--- src/rtl/pdim_pkg.sv ---
// pdim_pkg: shared types and constants of the phase-control dimmer
// event kinds, phase codes, configuration indexes and the request struct
// no dependencies
`default_nettype none

package pdim_pkg;

    // event kind carried by one request
    typedef enum logic [1:0] {
        KIND_EDGE = 2'd0,
        KIND_TICK = 2'd1,
        KIND_LOSS = 2'd2,
        KIND_LOAD = 2'd3
    } t_kind;

    // phase machine codes
    typedef enum logic [2:0] {
        PH_IDLE   = 3'd0,
        PH_START  = 3'd1,
        PH_LOADED = 3'd2,
        PH_AWAIT  = 3'd3,
        PH_FIRING = 3'd4
    } t_phase;

    // configuration register indexes
    localparam int CFG_IDX_W = 1;
    localparam logic [CFG_IDX_W-1:0] CFG_SLOT_START = 1'd0;
    localparam logic [CFG_IDX_W-1:0] CFG_SLOT_STOP  = 1'd1;

    // field widths
    localparam int SLOT_W   = 8;
    localparam int THR_W    = 7;
    localparam int CH_W     = 3;
    localparam int LEVEL_W  = 8;
    localparam int PERIOD_W = 16;
    localparam int MASK_W   = 8;

    // slot counter and slot window values after reset
    localparam logic [SLOT_W-1:0] SLOT_START_INIT = 8'd0;
    localparam logic [SLOT_W-1:0] SLOT_STOP_INIT  = 8'd255;

    // one registered request
    typedef struct packed {
        t_kind                kind;
        logic [CH_W-1:0]      channel;
        logic [LEVEL_W-1:0]   level;
        logic [PERIOD_W-1:0]  period;
    } t_event;

endpackage

`default_nettype wire

--- src/rtl/pdim_in_stage.sv ---
// pdim_in_stage: input register of the dimmer sequencer
// holds one accepted request until the core takes it; uses pdim_pkg
`default_nettype none

module pdim_in_stage (
    input  wire logic                           i_clk,
    input  wire logic                           i_rst_n,
    input  wire logic                           i_valid,
    output logic                                o_stall,
    input  wire logic [1:0]                     i_kind,
    input  wire logic [pdim_pkg::CH_W-1:0]      i_channel,
    input  wire logic [pdim_pkg::LEVEL_W-1:0]   i_level,
    input  wire logic [pdim_pkg::PERIOD_W-1:0]  i_measured_period,
    input  wire logic                           i_ready,
    output logic                                o_ev_valid,
    output pdim_pkg::t_event                    o_ev
);

    logic             r_valid;
    logic             n_valid;
    pdim_pkg::t_event r_ev;
    logic             w_take;

    // hold while the core cannot take the stored request
    assign o_stall = r_valid && !i_ready;
    assign w_take  = i_valid && !o_stall;

    always_comb begin
        if (w_take) begin
            n_valid = 1'b1;
        end else if (i_ready) begin
            n_valid = 1'b0;
        end else begin
            n_valid = r_valid;
        end
    end

    // valid flag
    always_ff @(posedge i_clk) begin
        if (!i_rst_n) begin
            r_valid <= 1'b0;
        end else begin
            r_valid <= n_valid;
        end
    end

    // request payload
    always_ff @(posedge i_clk) begin
        if (w_take) begin
            r_ev.kind    <= pdim_pkg::t_kind'(i_kind);
            r_ev.channel <= i_channel;
            r_ev.level   <= i_level;
            r_ev.period  <= i_measured_period;
        end
    end

    assign o_ev_valid = r_valid;
    assign o_ev       = r_ev;

endmodule

`default_nettype wire

--- src/rtl/pdim_core.sv ---
// pdim_core: phase machine, slot counter, thresholds, gates and result register
// takes one request per cycle from pdim_in_stage while the result side does not stall; uses pdim_pkg
`default_nettype none

module pdim_core #(
    parameter int CHANNELS = 8
) (
    input  wire logic                                  i_clk,
    input  wire logic                                  i_rst_n,
    input  wire logic                                  i_cfg_we,
    input  wire logic [pdim_pkg::CFG_IDX_W-1:0]        i_cfg_index,
    input  wire logic [pdim_pkg::SLOT_W-1:0]           i_cfg_data,
    input  wire logic                                  i_ev_valid,
    input  wire pdim_pkg::t_event                      i_ev,
    output logic                                       o_ready,
    output logic                                       o_valid,
    input  wire logic                                  i_stall,
    output logic [pdim_pkg::MASK_W-1:0]                o_gate_mask,
    output logic                                       o_wait_falling,
    output logic                                       o_firing_running,
    output logic                                       o_measuring_running,
    output logic                                       o_period_load,
    output logic [pdim_pkg::PERIOD_W-1:0]              o_period_value,
    output logic [2:0]                                 o_phase
);

    // gate vector is at least as wide as the mask port
    localparam int GW = (CHANNELS > pdim_pkg::MASK_W) ? CHANNELS : pdim_pkg::MASK_W;

    // configuration
    logic [pdim_pkg::SLOT_W-1:0]   r_slot_start;
    logic [pdim_pkg::SLOT_W-1:0]   r_slot_stop;

    // sequencer state
    pdim_pkg::t_phase              r_phase;
    pdim_pkg::t_phase              n_phase;
    logic [pdim_pkg::SLOT_W-1:0]   r_slot;
    logic [pdim_pkg::SLOT_W-1:0]   n_slot;
    logic [pdim_pkg::THR_W-1:0]    r_thr [CHANNELS];
    logic [GW-1:0]                 r_gates;
    logic [GW-1:0]                 n_gates;
    logic                          r_firing;
    logic                          n_firing;
    logic                          r_measure;
    logic                          n_measure;
    logic                          r_falling;
    logic                          n_falling;
    logic                          n_load;
    logic [pdim_pkg::PERIOD_W-1:0] n_value;

    // result register
    logic                          r_out_valid;
    logic                          n_out_valid;
    logic [pdim_pkg::MASK_W-1:0]   r_out_mask;
    logic                          r_out_falling;
    logic                          r_out_firing;
    logic                          r_out_measure;
    logic                          r_out_load;
    logic [pdim_pkg::PERIOD_W-1:0] r_out_value;
    logic [2:0]                    r_out_phase;

    logic                          w_take;
    logic [GW-1:0]                 w_fire;
    logic                          w_edge;

    assign o_ready = !(r_out_valid && i_stall);
    assign w_take  = i_ev_valid && o_ready;
    assign w_edge  = (i_ev.kind == pdim_pkg::KIND_EDGE);

    // per-channel threshold compare against the current slot
    always_comb begin
        w_fire = '0;
        for (int i = 0; i < CHANNELS; i++) begin
            w_fire[i] = ({1'b0, r_thr[i]} < r_slot);
        end
    end

    // next phase
    always_comb begin
        n_phase = r_phase;
        unique case (i_ev.kind)
            pdim_pkg::KIND_EDGE: begin
                unique case (r_phase)
                    pdim_pkg::PH_START:  n_phase = pdim_pkg::PH_LOADED;
                    pdim_pkg::PH_LOADED,
                    pdim_pkg::PH_AWAIT:  n_phase = pdim_pkg::PH_FIRING;
                    pdim_pkg::PH_FIRING: n_phase = pdim_pkg::PH_AWAIT;
                    default:             n_phase = pdim_pkg::PH_START;
                endcase
            end
            pdim_pkg::KIND_LOSS: n_phase = pdim_pkg::PH_IDLE;
            default:             n_phase = r_phase;
        endcase
    end

    // next values of gates, slot counter and timer controls
    always_comb begin
        n_gates   = r_gates;
        n_slot    = r_slot;
        n_firing  = r_firing;
        n_measure = r_measure;
        n_falling = r_falling;
        n_load    = 1'b0;
        n_value   = '0;
        unique case (i_ev.kind)
            pdim_pkg::KIND_EDGE: begin
                unique case (r_phase)
                    pdim_pkg::PH_START: begin
                        n_falling = 1'b0;
                        n_firing  = 1'b0;
                        n_measure = 1'b1;
                    end
                    pdim_pkg::PH_LOADED,
                    pdim_pkg::PH_AWAIT: begin
                        n_gates   = '0;
                        n_falling = 1'b1;
                        n_firing  = 1'b0;
                        n_measure = 1'b0;
                        n_load    = 1'b1;
                        n_value   = i_ev.period;
                        n_slot    = r_slot_start;
                    end
                    pdim_pkg::PH_FIRING: begin
                        n_falling = 1'b0;
                        n_firing  = 1'b1;
                        n_measure = 1'b1;
                    end
                    default: begin
                        n_gates   = '0;
                        n_falling = 1'b1;
                        n_firing  = 1'b0;
                        n_measure = 1'b0;
                    end
                endcase
            end
            pdim_pkg::KIND_TICK: begin
                if (r_slot < r_slot_stop) begin
                    n_gates = r_gates | w_fire;
                    n_slot  = r_slot + 1'b1;
                end
            end
            pdim_pkg::KIND_LOSS: begin
                n_gates   = '0;
                n_falling = 1'b0;
                n_firing  = 1'b0;
                n_measure = 1'b0;
            end
            default: begin
                n_gates = r_gates;
            end
        endcase
    end

    // result valid: set on a taken request, cleared once delivered
    always_comb begin
        if (w_take) begin
            n_out_valid = 1'b1;
        end else if (i_stall) begin
            n_out_valid = r_out_valid;
        end else begin
            n_out_valid = 1'b0;
        end
    end

    // configuration registers
    always_ff @(posedge i_clk) begin
        if (!i_rst_n) begin
            r_slot_start <= pdim_pkg::SLOT_START_INIT;
            r_slot_stop  <= pdim_pkg::SLOT_STOP_INIT;
        end else if (i_cfg_we) begin
            unique case (i_cfg_index)
                pdim_pkg::CFG_SLOT_START: r_slot_start <= i_cfg_data;
                pdim_pkg::CFG_SLOT_STOP:  r_slot_stop  <= i_cfg_data;
                default:                  r_slot_stop  <= r_slot_stop;
            endcase
        end
    end

    // sequencer state
    always_ff @(posedge i_clk) begin
        if (!i_rst_n) begin
            r_phase     <= pdim_pkg::PH_IDLE;
            r_slot      <= pdim_pkg::SLOT_START_INIT;
            r_gates     <= '0;
            r_firing    <= 1'b0;
            r_measure   <= 1'b0;
            r_falling   <= 1'b0;
            r_out_valid <= 1'b0;
        end else begin
            r_out_valid <= n_out_valid;
            if (w_take) begin
                r_phase   <= n_phase;
                r_slot    <= n_slot;
                r_gates   <= n_gates;
                r_firing  <= n_firing;
                r_measure <= n_measure;
                r_falling <= n_falling;
            end
        end
    end

    // channel thresholds, stored as the level halved
    always_ff @(posedge i_clk) begin
        if (!i_rst_n) begin
            for (int i = 0; i < CHANNELS; i++) begin
                r_thr[i] <= '0;
            end
        end else if (w_take && i_ev.kind == pdim_pkg::KIND_LOAD) begin
            for (int i = 0; i < CHANNELS; i++) begin
                if ({29'd0, i_ev.channel} == 32'(i)) begin
                    r_thr[i] <= i_ev.level[pdim_pkg::LEVEL_W-1:1];
                end
            end
        end
    end

    // result payload
    always_ff @(posedge i_clk) begin
        if (w_take) begin
            r_out_mask    <= n_gates[pdim_pkg::MASK_W-1:0];
            r_out_falling <= n_falling;
            r_out_firing  <= n_firing;
            r_out_measure <= n_measure;
            r_out_load    <= n_load && w_edge;
            r_out_value   <= n_value;
            r_out_phase   <= n_phase;
        end
    end

    assign o_valid             = r_out_valid;
    assign o_gate_mask         = r_out_mask;
    assign o_wait_falling      = r_out_falling;
    assign o_firing_running    = r_out_firing;
    assign o_measuring_running = r_out_measure;
    assign o_period_load       = r_out_load;
    assign o_period_value      = r_out_value;
    assign o_phase             = r_out_phase;

endmodule

`default_nettype wire

--- src/rtl/phase_control_dimmer.sv ---
// phase_control_dimmer: mains phase-control dimmer sequencer, top level
// an accepted request passes the input register, then the result register, to the outputs
// throughput: one request per cycle while i_stall does not hold the result, set by the input and result registers
// reset (synchronous, active low) clears phase, gates, timer controls,
// slot counter, thresholds and configuration; no clearing pass is needed
// uses pdim_pkg, pdim_in_stage and pdim_core
`default_nettype none

module phase_control_dimmer #(
    parameter int CHANNELS = 8
) (
    input  wire logic                           i_clk,
    input  wire logic                           i_rst_n,
    input  wire logic                           i_cfg_we,
    input  wire logic [pdim_pkg::CFG_IDX_W-1:0] i_cfg_index,
    input  wire logic [pdim_pkg::SLOT_W-1:0]    i_cfg_data,
    input  wire logic                           i_valid,
    output logic                                o_stall,
    input  wire logic [1:0]                     i_kind,
    input  wire logic [pdim_pkg::CH_W-1:0]      i_channel,
    input  wire logic [pdim_pkg::LEVEL_W-1:0]   i_level,
    input  wire logic [pdim_pkg::PERIOD_W-1:0]  i_measured_period,
    output logic                                o_valid,
    input  wire logic                           i_stall,
    output logic [pdim_pkg::MASK_W-1:0]         o_gate_mask,
    output logic                                o_wait_falling,
    output logic                                o_firing_running,
    output logic                                o_measuring_running,
    output logic                                o_period_load,
    output logic [pdim_pkg::PERIOD_W-1:0]       o_period_value,
    output logic [2:0]                          o_phase
);

    logic             w_ev_valid;
    logic             w_ready;
    pdim_pkg::t_event w_ev;

    // input register
    pdim_in_stage u_in_stage (
        .i_clk             (i_clk),
        .i_rst_n           (i_rst_n),
        .i_valid           (i_valid),
        .o_stall           (o_stall),
        .i_kind            (i_kind),
        .i_channel         (i_channel),
        .i_level           (i_level),
        .i_measured_period (i_measured_period),
        .i_ready           (w_ready),
        .o_ev_valid        (w_ev_valid),
        .o_ev              (w_ev)
    );

    // sequencer and result register
    pdim_core #(
        .CHANNELS (CHANNELS)
    ) u_core (
        .i_clk               (i_clk),
        .i_rst_n             (i_rst_n),
        .i_cfg_we            (i_cfg_we),
        .i_cfg_index         (i_cfg_index),
        .i_cfg_data          (i_cfg_data),
        .i_ev_valid          (w_ev_valid),
        .i_ev                (w_ev),
        .o_ready             (w_ready),
        .o_valid             (o_valid),
        .i_stall             (i_stall),
        .o_gate_mask         (o_gate_mask),
        .o_wait_falling      (o_wait_falling),
        .o_firing_running    (o_firing_running),
        .o_measuring_running (o_measuring_running),
        .o_period_load       (o_period_load),
        .o_period_value      (o_period_value),
        .o_phase             (o_phase)
    );

endmodule

`default_nettype wire

--- config.mk ---
export PLATFORM = sky130hd
export DESIGN_NAME = phase_control_dimmer
export DESIGN_NICKNAME = d
export VERILOG_FILES = /design/src/rtl/pdim_pkg.sv /design/src/rtl/pdim_in_stage.sv /design/src/rtl/pdim_core.sv /design/src/rtl/phase_control_dimmer.sv
export SDC_FILE = /design/constraint.sdc
export NUM_CORES = 1
export LEC_CHECK = 0
export BUFFER_PORTS_ARGS = -buffer_cell sky130_fd_sc_hd__buf_2
export CELL_PAD_IN_SITES_DETAIL_PLACEMENT = 1
export CELL_PAD_IN_SITES_GLOBAL_PLACEMENT = 1
export CORE_ASPECT_RATIO = 0.6
export CORE_UTILIZATION = 35
export DETAILED_ROUTE_END_ITERATION = 16
export GPL_TIMING_DRIVEN = 1
export PLACE_DENSITY_LB_ADDON = 0.1
export SYNTH_ARGS = -nofsm -noshare
export SYNTH_HDL_FRONTEND = slang
export SYNTH_HIERARCHICAL = 1
export SYNTH_SLANG_ARGS = --single-unit
--- constraint.sdc ---
create_clock -name i_clk -period 2.9 [get_ports i_clk]
set_input_delay 0.435 -clock i_clk [delete_from_list [all_inputs] [get_ports i_clk]]
set_output_delay 0.435 -clock i_clk [all_outputs]
set_load 0.02 [all_outputs]
==> results.md <==
- Slew of the pin with the lowest slew margin: 0.662 ns
- Root buf cell: clkbuf_16
- Internal reg-to-reg setup slack: 0.46 ns
- # resized after CTS: 0
- GRT Util Overall: 0.182
- Antenna-violating nets left: 0
- Min-Delay Path Depth: 1
- Comb power frac: 0.073
- Vias in the first global route: 5033
- Final wirelength: 17500 um
- Post-CTS setup buffers: 0
- Post-Syn Area: 0.00695 mm^2
- P_leak: 3.28 nW
- Crit. End Element: flop
- Chip Height: around 110 um
- Total clock sinks: about 160
- CP Max Fanout: 9
- CTS tree: done
- CP required: between 3 and 4 ns
- Buffers on Ports: 74
- Number of nets in the layout: around 760
- Depth of the most critical reg-to-reg path: 7
- Hold Path End: u_in_stage/o_ev[13]
- Tot Pwr: roughly 5.2 mW
- RSZ-0062 raised after global routing: no
- Clock Path Buffers: 2
- Most common library cell in the layout ignoring fill and taps: edfxtp_1
- Core area: around 0.019 mm^2
- Htree depth: 4
- Avg Vias per Cell: roughly 5.0
- Initial antenna violation count: 1
- Rows: 39
- First-pass GRT wire length: roughly 28000 um
- Area Growth Syn to Fin: 18.5%
- Seq pwr share: 0.483
- Setup Viol. Count Final: 0
- Final Hold Viols: 0
- Minimum clock period: about 2.4 ns
- Initial DRC count: 255
- Synthesized Nets: 680
- WP data arrival: ~2.6 ns
- Sw frac: 0.229
- Internal: ~4.0 mW
- Vias: roughly 4600
- Drt drc: 0
- Max Fclk: ~410 MHz
- Pwr dens: approximately 640 mW/mm^2
- Psw: approximately 1.2 mW
- Total CTS buffers: 17
- DRT Pass-1 Iters: 5
- Crit Reg-Reg Startpoint: u_core/r_slot[2]
- Hold WC Path Type: in -> reg
- Drt wl/cell: 18.7 um
- Gr ovfl total: 0
- Most frequent cells in the layout: 115 x edfxtp_1, 74 x buf_2, 67 x nand2_1
- # hold bufs at CTS: 0
- Hpwl dp: ~13000 um
- Fin. max-slew vios: 0
- Final period utilization: 0.840
- Reg2Reg Capture Point: u_core/o_gate_mask[0]
- Hold_sp: i_measured_period[13]
- Gate Count Post-Synth: between 500 and 600
- Die width: approximately 180 um
- Post-route clock skew: around 0.016 ns
- Clk_lat worst skew: ~0.43 ns
- Status: complete, no violations
- Synthesis Warnings: 6
- # IOs: between 70 and 80
- Setup TNS: 0 ns
- Maxcap violations: 0
- Reg clk slew, reported paths: about 0.060 ns
- Mean post-synth cell area: 12.0 um^2
- Critical Path Start Type: flop
- VDD IR max: approximately 0.41 mV
- Fraction of layout instances using a drive strength above 1: 0.188
- Relative slew slack: 0.558
- Initial core utilization: 0.361
- Pin count of the biggest net entering global routing: 40
- Die Area: between 0.02 and 0.025 mm^2
- CP Class: reg -> reg
- GP Congestion: about 0.76
- Clock power share: 0.443
registers in the layout, summed over array words and instances, names as in the netlist, 3 cells and up:
signal and cells:
u_core/r_slot 8, u_core/r_slot_stop 8, u_core/r_slot_start 8, u_core/o_phase 3
u_core/r_gates 8, u_in_stage/o_ev 28, u_core/o_period_value 16, u_core/o_gate_mask 8
u_core/r_thr 56, u_core/r_phase 3
final cells by class:
| cell class | count | area (um^2) |
|---|---|---|
| clock buffers | 24 | 512 |
| well taps | 266 | 333 |
| diodes | 1 | 2.50 |
| multi-input cells | 378 | 2510 |
| repair buffers | 82 | 430 |
| fillers | 2113 | 11000 |
| clock inverters | 8 | 105 |
| flip-flops and latches | 155 | 4250 |
| inverters | 24 | 90.1 |
stage by stage:
stage | cell area [um^2] | util | setup slack, ns | hold WS [ns] | std cells
5_1_grt | 8230 | 0.428 | 0.382 | 0.157 | 937
3_5_place_dp | 7610 | 0.396 | 0.567 | 0.449 | 905
2_1_floorplan | 6950 | - | 0.610 | 0.432 | 581
6_report | 8230 | 0.428 | 0.464 | 0.182 | 938
4_1_cts | 8230 | 0.428 | 0.481 | 0.159 | 937
3_3_place_gp | 7610 | 0.396 | 0.580 | 0.444 | 905
worst max-delay path by stage:
| stage | from | cells past startpoint | slack [ns] | endpoint |
|---|---|---|---|---|
| final | u_core/r_slot[2] | 7 | 0.46 | u_core/o_gate_mask[0] |
| after floorplan | i_stall | 3 | 0.61 | u_in_stage/o_ev[0] |
| after detailed placement | u_core/r_slot[2] | 7 | 0.57 | u_core/o_gate_mask[3] |
| after CTS | u_core/r_slot[2] | 7 | 0.48 | u_core/o_gate_mask[0] |
| after global routing | u_core/r_slot[2] | 7 | 0.38 | u_core/o_gate_mask[0] |
| after global placement | u_core/r_slot[2] | 7 | 0.58 | u_core/o_gate_mask[1] |
routing by layer:
| layer | routed length, um | share of wire | track usage | vias up |
|---|---|---|---|---|
| li1 | - | - | - | 2268 |
| met1 | 8710 | 0.50 | 0.260 | 2272 |
| met2 | 7580 | 0.43 | 0.266 | 95 |
| met3 | 1090 | 0.062 | 0.0526 | 10 |
| met4 | 140 | 0.0080 | 0.0539 | 2 |
| met5 | 12 | 0.00068 | 0 | - |
worst max-delay path, stage by stage, from the launching register on:
cell,delay [ns]
dfxtp_1,0.46
inv_1,0.30
ha_1,0.39
a21oi_1,0.07
a21boi_0,0.19
o2111ai_1,0.13
a21oi_1,0.47
o21ai_0,0.16
power groups by stage:
stage	combinational [mW]	sequential, mW	clock [mW]
after floorplan	0.212	2.59	0
after global placement	0.367	2.57	0
after detailed placement	0.383	2.58	0
after CTS	0.388	2.53	2.38
after global routing	0.428	2.54	2.45
final	0.382	2.53	2.32
Power figures use the tool's default switching activity.
